## src/sv/tpt_pkg.sv

```systemverilog
// ----------------------------------------------------------------------------
// tpt_pkg
// shared constants, types and tables of the tlb page table translator
// ----------------------------------------------------------------------------
`default_nettype none

package tpt_pkg;

  localparam int TLB_ENTRIES = 16;
  localparam int PAGE_COUNT  = 256;
  localparam int PAGE_BYTES  = 256;

  localparam int ADDR_W      = 16;
  localparam int OFFSET_W    = $clog2(PAGE_BYTES);
  localparam int PAGE_W      = ADDR_W - OFFSET_W;
  localparam int FRAME_W     = 8;
  localparam int CNT_W       = 16;
  localparam int FILL_W      = $clog2(TLB_ENTRIES + 1);
  localparam int PMAP_IDX_W  = $clog2(PAGE_COUNT);
  localparam int FREE_W      = FRAME_W + 1;
  localparam int FRAME_LIMIT = 1 << FRAME_W;
  localparam int PAGE_SPAN   = 1 << PAGE_W;

  typedef logic [PAGE_W-1:0]   page_t;
  typedef logic [FRAME_W-1:0]  frame_t;
  typedef logic [CNT_W-1:0]    count_t;
  typedef logic [FILL_W-1:0]   fill_t;
  typedef logic [FREE_W-1:0]   free_t;
  typedef logic [OFFSET_W-1:0] offset_t;
  typedef logic [ADDR_W-1:0]   addr_t;

  localparam count_t CNT_MAX   = {CNT_W{1'b1}};
  localparam free_t  FREE_LIMIT = free_t'(FRAME_LIMIT);

  // what a tlb cell does at the clock edge
  typedef enum logic [1:0] {
    CELL_HOLD,
    CELL_SHIFT,
    CELL_LOAD
  } cell_op_t;

  typedef struct packed {
    page_t  page;
    frame_t frame;
  } tlb_entry_t;

  // ripple from older to younger cell: first match and its frame
  typedef struct packed {
    logic   found;
    frame_t frame;
  } cell_link_t;

  typedef enum logic {
    ST_IDLE,
    ST_LOOK
  } tpt_state_t;

  // page number folded into the page map range
  typedef page_t page_wrap_t [PAGE_SPAN];

  function automatic page_wrap_t build_page_wrap();
    page_wrap_t t;
    for (int i = 0; i < PAGE_SPAN; i++) begin
      t[i] = page_t'(i % PAGE_COUNT);
    end
    return t;
  endfunction

  localparam page_wrap_t PAGE_WRAP = build_page_wrap();

endpackage

`default_nettype wire

```

## src/sv/tpt_in_if.sv

```systemverilog
// ----------------------------------------------------------------------------
// tpt_in_if
// address channel: one logical address per beat
// ----------------------------------------------------------------------------
`default_nettype none

interface tpt_in_if import tpt_pkg::*; ();
  logic  valid;
  logic  ready;
  addr_t virt_addr;

  modport source (output valid, output virt_addr, input ready);
  modport sink   (input valid, input virt_addr, output ready);
endinterface

`default_nettype wire

```

## src/sv/tpt_out_if.sv

```systemverilog
// ----------------------------------------------------------------------------
// tpt_out_if
// translation result channel: one result per beat
// ----------------------------------------------------------------------------
`default_nettype none

interface tpt_out_if import tpt_pkg::*; ();
  logic   valid;
  logic   ready;
  frame_t frame_number;
  addr_t  physical_address;
  logic   tlb_hit;
  logic   page_fault;
  count_t total_faults;
  count_t total_hits;

  modport source (
    output valid, output frame_number, output physical_address,
    output tlb_hit, output page_fault, output total_faults, output total_hits,
    input  ready
  );
  modport sink (
    input  valid, input frame_number, input physical_address,
    input  tlb_hit, input page_fault, input total_faults, input total_hits,
    output ready
  );
endinterface

`default_nettype wire

```

## src/sv/tlb_page_table_translator.sv

```systemverilog
// ----------------------------------------------------------------------------
// tlb_page_table_translator
// logical to physical address translation through an lru tlb and a page
// map with demand allocation of frames
// ----------------------------------------------------------------------------
//
//  channel | dir | beat contents
//  --------+-----+-----------------------------------------------------------
//  in_ch   | in  | virt_addr (page in upper byte, offset in lower)
//  out_ch  | out | frame_number, physical_address, tlb_hit, page_fault,
//          |     | total_faults, total_hits
//
//  each address goes through an accept cycle and a lookup cycle: the accept cycle folds the page and reads the
//  page map frame memory, the next cycle compares across the tlb cells and
//  commits tlb, page map and counters into the result register
//  a full result register holds the lookup cycle until out_ch takes its beat
//  reset clears the tlb fill count, the present bits, the free frame pointer
//  and both counters directly, no clearing pass
//
// ----------------------------------------------------------------------------
`default_nettype none

module tlb_page_table_translator import tpt_pkg::*; (
  input wire                clk,
  input wire                rst_n,
  tpt_in_if.sink            in_ch,
  tpt_out_if.source         out_ch
);

  tpt_state_t state_r;
  tpt_state_t state_nxt;

  // request held across the lookup cycle
  page_t   page_r;
  offset_t offset_r;
  page_t   in_page;

  logic    accept;
  logic    commit;

  // lookup results
  logic    hit;
  frame_t  hit_frame;
  logic    present;
  frame_t  map_frame;
  frame_t  frame;
  logic    alloc;

  // result register and counters
  logic    out_valid_r;
  logic    out_valid_nxt;
  frame_t  out_frame_r;
  offset_t out_offset_r;
  logic    out_hit_r;
  logic    out_fault_r;
  count_t  fault_cnt_r;
  count_t  fault_cnt_nxt;
  count_t  hit_cnt_r;
  count_t  hit_cnt_nxt;

  // page numbers beyond the map wrap around
  assign in_page = PAGE_WRAP[in_ch.virt_addr[ADDR_W-1:OFFSET_W]];

  // ---------------- control
  always_comb begin
    state_nxt = state_r;
    case (state_r)
      ST_IDLE: if (accept) state_nxt = ST_LOOK;
      ST_LOOK: if (commit) state_nxt = ST_IDLE;
      default: state_nxt = ST_IDLE;
    endcase
  end

  always_comb begin
    in_ch.ready = 1'b0;
    commit      = 1'b0;
    case (state_r)
      ST_IDLE: in_ch.ready = 1'b1;
      // commit only when the result register is free or drains this cycle
      ST_LOOK: commit = !out_valid_r || out_ch.ready;
      default: ;
    endcase
  end

  assign accept = in_ch.valid && in_ch.ready;

  always_ff @(posedge clk) begin
    if (!rst_n) begin
      state_r <= ST_IDLE;
    end else begin
      state_r <= state_nxt;
    end
  end

  always_ff @(posedge clk) begin
    if (accept) begin
      page_r   <= in_page;
      offset_r <= in_ch.virt_addr[OFFSET_W-1:0];
    end
  end

  // ---------------- lookup
  tpt_tlb u_tlb (
    .clk         (clk),
    .rst_n       (rst_n),
    .lookup_page (page_r),
    .commit      (commit),
    .new_frame   (frame),
    .hit         (hit),
    .hit_frame   (hit_frame)
  );

  // page map read is issued with the accept so data is ready for the lookup
  tpt_page_map u_map (
    .clk      (clk),
    .rst_n    (rst_n),
    .rd_en    (accept),
    .rd_page  (in_page),
    .cur_page (page_r),
    .alloc    (alloc),
    .present  (present),
    .frame    (map_frame)
  );

  assign frame = hit ? hit_frame : map_frame;
  assign alloc = commit && !hit && !present;

  // ---------------- counters, saturating
  always_comb begin
    fault_cnt_nxt = fault_cnt_r;
    hit_cnt_nxt   = hit_cnt_r;
    if (commit && hit && (hit_cnt_r != CNT_MAX)) begin
      hit_cnt_nxt = hit_cnt_r + count_t'(1);
    end
    if (alloc && (fault_cnt_r != CNT_MAX)) begin
      fault_cnt_nxt = fault_cnt_r + count_t'(1);
    end
  end

  // ---------------- result register
  always_comb begin
    out_valid_nxt = out_valid_r;
    if (commit) begin
      out_valid_nxt = 1'b1;
    end else if (out_ch.ready) begin
      out_valid_nxt = 1'b0;
    end
  end

  always_ff @(posedge clk) begin
    if (!rst_n) begin
      out_valid_r <= 1'b0;
      fault_cnt_r <= '0;
      hit_cnt_r   <= '0;
    end else begin
      out_valid_r <= out_valid_nxt;
      fault_cnt_r <= fault_cnt_nxt;
      hit_cnt_r   <= hit_cnt_nxt;
    end
  end

  always_ff @(posedge clk) begin
    if (commit) begin
      out_frame_r  <= frame;
      out_offset_r <= offset_r;
      out_hit_r    <= hit;
      out_fault_r  <= alloc;
    end
  end

  // counters only move on a commit, which also reloads the result register
  assign out_ch.valid            = out_valid_r;
  assign out_ch.frame_number     = out_frame_r;
  assign out_ch.physical_address = {out_frame_r, out_offset_r};
  assign out_ch.tlb_hit          = out_hit_r;
  assign out_ch.page_fault       = out_fault_r;
  assign out_ch.total_faults     = fault_cnt_r;
  assign out_ch.total_hits       = hit_cnt_r;

endmodule

`default_nettype wire

```

## src/sv/tpt_tlb_cell.sv

```systemverilog
// ----------------------------------------------------------------------------
// tpt_tlb_cell
// one tlb slot: compares its page, ripples the first match, shifts or loads
// ----------------------------------------------------------------------------
`default_nettype none

module tpt_tlb_cell import tpt_pkg::*; (
  input  wire         clk,
  input  cell_op_t    op,
  input  page_t       lookup_page,
  input  logic        filled,
  input  tlb_entry_t  new_entry,
  input  tlb_entry_t  nb_entry,
  input  cell_link_t  link_in,
  output cell_link_t  link_out,
  output tlb_entry_t  entry
);

  tlb_entry_t entry_r;
  logic       match;

  assign match = filled && (entry_r.page == lookup_page);

  // only the oldest matching slot contributes its frame
  assign link_out.found = link_in.found | match;
  assign link_out.frame = link_in.frame |
                          ((match && !link_in.found) ? entry_r.frame : '0);
  assign entry = entry_r;

  always_ff @(posedge clk) begin
    case (op)
      CELL_SHIFT: entry_r <= nb_entry;
      CELL_LOAD:  entry_r <= new_entry;
      default:    entry_r <= entry_r;
    endcase
  end

endmodule

`default_nettype wire

```

## src/sv/tpt_tlb.sv

```systemverilog
// ----------------------------------------------------------------------------
// tpt_tlb
// lru-ordered tlb as a row of cells, slot 0 oldest
// ----------------------------------------------------------------------------
`default_nettype none

module tpt_tlb import tpt_pkg::*; (
  input  wire     clk,
  input  wire     rst_n,
  input  page_t   lookup_page,
  input  logic    commit,
  input  frame_t  new_frame,
  output logic    hit,
  output frame_t  hit_frame
);

  fill_t       fill_r;
  fill_t       fill_nxt;
  cell_link_t  link [TLB_ENTRIES+1];
  tlb_entry_t  entry [TLB_ENTRIES];
  cell_op_t    ops [TLB_ENTRIES];
  logic [TLB_ENTRIES-1:0] found;
  logic [TLB_ENTRIES-1:0] filled;
  tlb_entry_t  new_entry;
  logic        full;

  assign link[0]   = '0;
  assign hit       = link[TLB_ENTRIES].found;
  assign hit_frame = link[TLB_ENTRIES].frame;
  assign new_entry = '{page: lookup_page, frame: new_frame};
  assign full      = (fill_r == fill_t'(TLB_ENTRIES));

  for (genvar k = 0; k < TLB_ENTRIES; k++) begin : g_cell
    tlb_entry_t nb;

    assign found[k]  = link[k+1].found;
    assign filled[k] = (fill_t'(k) < fill_r);

    if (k == TLB_ENTRIES - 1) begin : g_last
      assign nb = new_entry;
    end else begin : g_mid
      assign nb = entry[k+1];
    end

    tpt_tlb_cell u_cell (
      .clk         (clk),
      .op          (ops[k]),
      .lookup_page (lookup_page),
      .filled      (filled[k]),
      .new_entry   (new_entry),
      .nb_entry    (nb),
      .link_in     (link[k]),
      .link_out    (link[k+1]),
      .entry       (entry[k])
    );
  end

  // hit: slots from the match up close the gap, the entry goes to the youngest
  // miss: append, or shift everything down when full
  always_comb begin
    for (int k = 0; k < TLB_ENTRIES; k++) begin
      ops[k] = CELL_HOLD;
      if (commit) begin
        if (hit) begin
          if (fill_t'(k + 1) == fill_r) begin
            ops[k] = CELL_LOAD;
          end else if ((fill_t'(k + 1) < fill_r) && found[k]) begin
            ops[k] = CELL_SHIFT;
          end
        end else if (!full) begin
          if (fill_t'(k) == fill_r) begin
            ops[k] = CELL_LOAD;
          end
        end else if (k == TLB_ENTRIES - 1) begin
          ops[k] = CELL_LOAD;
        end else begin
          ops[k] = CELL_SHIFT;
        end
      end
    end
  end

  always_comb begin
    fill_nxt = fill_r;
    if (commit && !hit && !full) begin
      fill_nxt = fill_r + fill_t'(1);
    end
  end

  always_ff @(posedge clk) begin
    if (!rst_n) begin
      fill_r <= '0;
    end else begin
      fill_r <= fill_nxt;
    end
  end

endmodule

`default_nettype wire

```

## src/sv/tpt_page_map.sv

```systemverilog
// ----------------------------------------------------------------------------
// tpt_page_map
// page map: present bits, frame memory and the free frame pointer
// ----------------------------------------------------------------------------
`default_nettype none

module tpt_page_map import tpt_pkg::*; (
  input  wire     clk,
  input  wire     rst_n,
  input  logic    rd_en,
  input  page_t   rd_page,
  input  page_t   cur_page,
  input  logic    alloc,
  output logic    present,
  output frame_t  frame
);

  logic [PAGE_COUNT-1:0] present_r;
  logic [PAGE_COUNT-1:0] present_nxt;
  frame_t                frame_mem [PAGE_COUNT];
  frame_t                rdata_r;
  free_t                 free_r;
  free_t                 free_nxt;
  logic [PMAP_IDX_W-1:0] cur_idx;
  logic [PMAP_IDX_W-1:0] rd_idx;
  frame_t                free_frame;

  assign cur_idx    = cur_page[PMAP_IDX_W-1:0];
  assign rd_idx     = rd_page[PMAP_IDX_W-1:0];
  assign free_frame = free_r[FRAME_W-1:0];
  assign present    = present_r[cur_idx];
  // an absent page takes the next free frame
  assign frame      = present ? rdata_r : free_frame;

  always_comb begin
    present_nxt = present_r;
    free_nxt    = free_r;
    if (alloc) begin
      present_nxt[cur_idx] = 1'b1;
      if (free_r < FREE_LIMIT) begin
        free_nxt = free_r + free_t'(1);
      end
    end
  end

  always_ff @(posedge clk) begin
    if (!rst_n) begin
      present_r <= '0;
      free_r    <= '0;
    end else begin
      present_r <= present_nxt;
      free_r    <= free_nxt;
    end
  end

  always_ff @(posedge clk) begin
    if (alloc) begin
      frame_mem[cur_idx] <= free_frame;
    end
    if (rd_en) begin
      rdata_r <= frame_mem[rd_idx];
    end
  end

endmodule

`default_nettype wire

```

## src/flat_wrapper.sv

```systemverilog
// flat-port wrapper written by rule: the top's interface ports become plain ports
module tlb_page_table_translator_flat import tpt_pkg::*;
  (clk, rst_n, in_ch_valid, in_ch_virt_addr, in_ch_ready, out_ch_valid, out_ch_frame_number, out_ch_physical_address, out_ch_tlb_hit, out_ch_page_fault, out_ch_total_faults, out_ch_total_hits, out_ch_ready);
  tpt_in_if in_ch_i ();
  tpt_out_if out_ch_i ();
  input wire clk;
  input wire rst_n;
  input wire logic [$bits(in_ch_i.valid)-1:0] in_ch_valid;
  input wire logic [$bits(in_ch_i.virt_addr)-1:0] in_ch_virt_addr;
  output wire logic [$bits(in_ch_i.ready)-1:0] in_ch_ready;
  output wire logic [$bits(out_ch_i.valid)-1:0] out_ch_valid;
  output wire logic [$bits(out_ch_i.frame_number)-1:0] out_ch_frame_number;
  output wire logic [$bits(out_ch_i.physical_address)-1:0] out_ch_physical_address;
  output wire logic [$bits(out_ch_i.tlb_hit)-1:0] out_ch_tlb_hit;
  output wire logic [$bits(out_ch_i.page_fault)-1:0] out_ch_page_fault;
  output wire logic [$bits(out_ch_i.total_faults)-1:0] out_ch_total_faults;
  output wire logic [$bits(out_ch_i.total_hits)-1:0] out_ch_total_hits;
  input wire logic [$bits(out_ch_i.ready)-1:0] out_ch_ready;
  assign in_ch_i.valid = in_ch_valid;
  assign in_ch_i.virt_addr = in_ch_virt_addr;
  assign in_ch_ready = in_ch_i.ready;
  assign out_ch_valid = out_ch_i.valid;
  assign out_ch_frame_number = out_ch_i.frame_number;
  assign out_ch_physical_address = out_ch_i.physical_address;
  assign out_ch_tlb_hit = out_ch_i.tlb_hit;
  assign out_ch_page_fault = out_ch_i.page_fault;
  assign out_ch_total_faults = out_ch_i.total_faults;
  assign out_ch_total_hits = out_ch_i.total_hits;
  assign out_ch_i.ready = out_ch_ready;
  tlb_page_table_translator u_core (.clk(clk), .rst_n(rst_n), .in_ch(in_ch_i), .out_ch(out_ch_i));
endmodule
```

## config.mk

```make
export PLATFORM = sky130hd
export DESIGN_NAME = tlb_page_table_translator_flat
export DESIGN_NICKNAME = d
export VERILOG_FILES = /design/src/sv/tpt_pkg.sv /design/src/sv/tpt_in_if.sv /design/src/sv/tpt_out_if.sv /design/src/sv/tlb_page_table_translator.sv /design/src/sv/tpt_tlb_cell.sv /design/src/sv/tpt_tlb.sv /design/src/sv/tpt_page_map.sv /design/src/flat_wrapper.sv
export SDC_FILE = /design/constraint.sdc
export NUM_CORES = 2
export LEC_CHECK = 0
export BUFFER_PORTS_ARGS = -buffer_cell sky130_fd_sc_hd__buf_2
export CAP_MARGIN = 10
export CORE_MARGIN = 8
export CORE_UTILIZATION = 63
export DETAILED_ROUTE_END_ITERATION = 10
export PLACE_DENSITY = 0.85
export SLEW_MARGIN = 0
export SYNTH_ARGS = -nofsm -noshare
export SYNTH_HDL_FRONTEND = slang
export SYNTH_SLANG_ARGS = --single-unit
```

## constraint.sdc

```tcl
create_clock -name clk -period 5.9 [get_ports clk]
set_input_delay 0.295 -clock clk [delete_from_list [all_inputs] [get_ports clk]]
set_output_delay 0.295 -clock clk [all_outputs]
set_load 0.05 [all_outputs]
```

==> results.ini <==
[status]
status=completed

[routing]
wl_per_cell_um=35.75
wl_met2_um=137800
met1_length_um=97540
vias_per_cell=7.286
drc=0
drt_iter0_markers=9623
route.met3.wl_um=37740
drt-total-wl_um=292200
maxUsedRoutingLayer=met5
via_count=59540
drtPass1Iterations=7
final_antenna_net_count=0

[clock_tree]
cts.path.max_buffers=3
root_buffer=clkbuf_16
clk_pin_slew_ns=0.07
clock-sinks=2650
cts_tree=done
clk_latency_ns=0.91
post_cts_buffers=0
cts_max_level=4
cts-buffers-inserted=241

[power]
cellPowerDensity_mw_per_mm2=316.6
power.leakage_nw=39.89
peakVddDrop_mv=0.3008
p_total_mw=38.08

[layout]
areaGrowthSynthToFinish_pct=11.23
nets=5769
fin_cells=8172
layout-drive-gt1-share=0.3211

[yosys]
synth_top_cells_by_count=edfxtp_1, mux4_2, dfxtp_1, mux2_2
syn_nets=5612
synthDistinctLibCells=79
ys_async_sr_fraction=0
synth_warnings=0
synth_cells=5557
syn_area_per_cell_um2=19.46
synth_area_mm2=0.1081
synthTopCellsByArea=edfxtp_1, mux4_2, dfxtp_1
ys.flop_type=edfxtp_1
yosysMostFrequentCell=edfxtp_1
ys_seq_area_frac=0.7078
synth-seq-cells=2650
yosysTopAreaCell=edfxtp_1
synth_top_cell_area_share=0.6515
synth_edf_count=2346

[placed_design]
gp_congestion=0.9165
port_buffers=79
place.detailed.hpwl_um=170400
pre_cts_ws_ns=0.7466
placed_cells=7689

[worst_setup_path]
crit_required_ns=6.40
crit_slowest_cell=edfxtp_1
cp_max_fo=16
cp-end-kind=flop
crit_type=flop to flop
cpLargestDelayFamily=simple AND/OR/NAND/NOR gates
cp_slowest_stage_delay_ns=0.85
arrival_ns=5.99
cp-start-kind=flop
crit_chain=buf_4 -> xor2_1 -> nor2_1 -> and4_1 -> nor4b_2 -> nand3_1 -> nor2_4 -> inv_2 -> or3_4 -> inv_1 -> nand3_1 -> nor2_1
critPathBufInv=3

[global_route]
grt_pass1_wl_um=421800
globalRouteOverflowTotal=0
grt_pass1_vias=59690
grt_max_degree=208
antenna_found_initial=17
grtUsageTotal=0.3108

[die]
start_util=0.6317
die_y_um=430.3
row_count=152
pin_count=80
die_w_um=430.3
die_area_mm2=0.1851
core_mm2=0.1712

[timing]
finalClockSkew_ns=0.07062
finalHoldViolations=0
slew_headroom=0.07523
max_freq_ghz=0.1825
finalCriticalPeriod_ns=5.480
maxSlewViolCount=0
tightest_slew_ns=1.377
rsz0062_at_grt=no
finalSetupViolations=0
whs_ns=0.1058
fin_tns_setup_ns=0
period_share=0.9289
fin_ws_ns=0.4196

[min_path]
holdCritPathClass=input port to flop

[run]
drv_cap=0

logic make-up (layout without fill, tap and decap cells):
logic type | after synthesis | in the layout | synth area share
XOR/XNOR | 145 | 145 | 0.01175
other | 0 | 6 | 0
AND/OR/NAND/NOR | 790 | 790 | 0.04637
flip-flops | 2650 | 2650 | 0.7078
adder cells (fa/ha/maj) | 35 | 35 | 0.004050
multiplexers | 1045 | 1045 | 0.1838
buffers and inverters | 435 | 811 | 0.01682
AO/OA/AOI/OAI | 457 | 457 | 0.02944
stage by stage:
step	instance area [µm²]	utilization
global placement	111800	0.6531
CTS	120200	0.7025
detailed placement	111800	0.6531
finish	120300	0.7027
global route	120300	0.7026
floorplan	108100	-
state kept, by name, summed over array words and instances, names as in the netlist, 5 cells and up:
name	cells
u_core.u_map.free_r	9
u_core.u_tlb.fill_r	5
u_core.u_tlb.g_cell.u_cell.entry	256
u_core.offset_r	8
u_core.out_ch.total_hits	16
u_core.out_ch.total_faults	16
u_core.out_ch.frame_number	8
u_core.u_map.rdata_r	8
u_core.u_map.present_r	256
u_core.out_offset_r	8
u_core.u_map.frame_mem	2048
u_core.page_r	8
path summary, 6_finish.rpt:
kind | from | end | slack, ns | depth (start not counted)
setup reg to reg | u_core.page_r[6] | u_core.u_map.frame_mem[0][2] | 0.42 | 12
hold / removal | in_ch_virt_addr[12] | u_core.page_r[4] | 0.11 | 1
setup / recovery | u_core.page_r[6] | u_core.u_map.frame_mem[0][2] | 0.42 | 12
hold reg to reg | u_core.offset_r[4] | u_core.out_offset_r[4] | 0.43 | 0
power breakdown:
part | internal (mW) | switching [mW] | leakage, nW
sequential | 20.2 | 0.0510 | 25.9
combinational | 0.442 | 0.930 | 9.97
clock | 9.23 | 7.21 | 4.05
total | 29.9 | 8.19 | 39.9
per-layer routing:
metal / vias to the layer above / GRT usage
li1: 22990 / -
met1: 30400 / 0.3998
met3: 1067 / 0.08874
met4: 14 / 0.1608
met2: 5072 / 0.4888
met5: - / 0
worst register-to-register path: stages, from the launching register on:
cell and delay, ns:
edfxtp_1 0.85, buf_4 0.35, xor2_1 0.21, nor2_1 0.08
and4_1 0.23, nor4b_2 0.65, nand3_1 0.26, nor2_4 0.17
inv_2 0.20, or3_4 0.48, inv_1 0.54, nand3_1 0.35
nor2_1 0.75
area by class of cell:
class                      count  area [µm²]
inverter                      30       112.6
timing repair buffer         319        2614
fill                        9259       50900
multi-input combinational   2472       29850
clock buffer                 312        6581
sequential                  2650       76560
antenna                        6       15.01
tap                         2233        2794
clock inverter               150        1743
placed cells by master (no fill, tap or decap), drive strengths merged, types with 12 or more instances in the layout:
cell,Yosys,final
nor2,114,114
xnor2,66,66
and3,22,22
nand3,85,85
ha,35,35
nor2b,18,18
edfxtp,2346,2346
a22oi,26,26
nand2b,17,17
dlygate4sd3,0,14
nand4,28,28
or3,13,13
a21oi,44,44
clkbuf,217,313
o21ai,79,79
mux2,241,241
nor3,254,254
a31oi,16,16
clkinvlp,0,12
clkinv,1,103
mux4,728,728
nor4,40,40
bufinv,0,30
o21a,217,217
inv,29,35
xor2,79,79
mux2i,76,76
dfxtp,304,304
buf,188,304
nand2,152,152
what timing repair did:
item / 4_1_cts / 5_1_grt
setup endpoints to repair: 0 / 0
hold endpoints to repair: 41 / 0
resized for setup: 0 / 0
hold buffers: 14 / 0
Note: power is estimated with default switching activity, not from simulation.
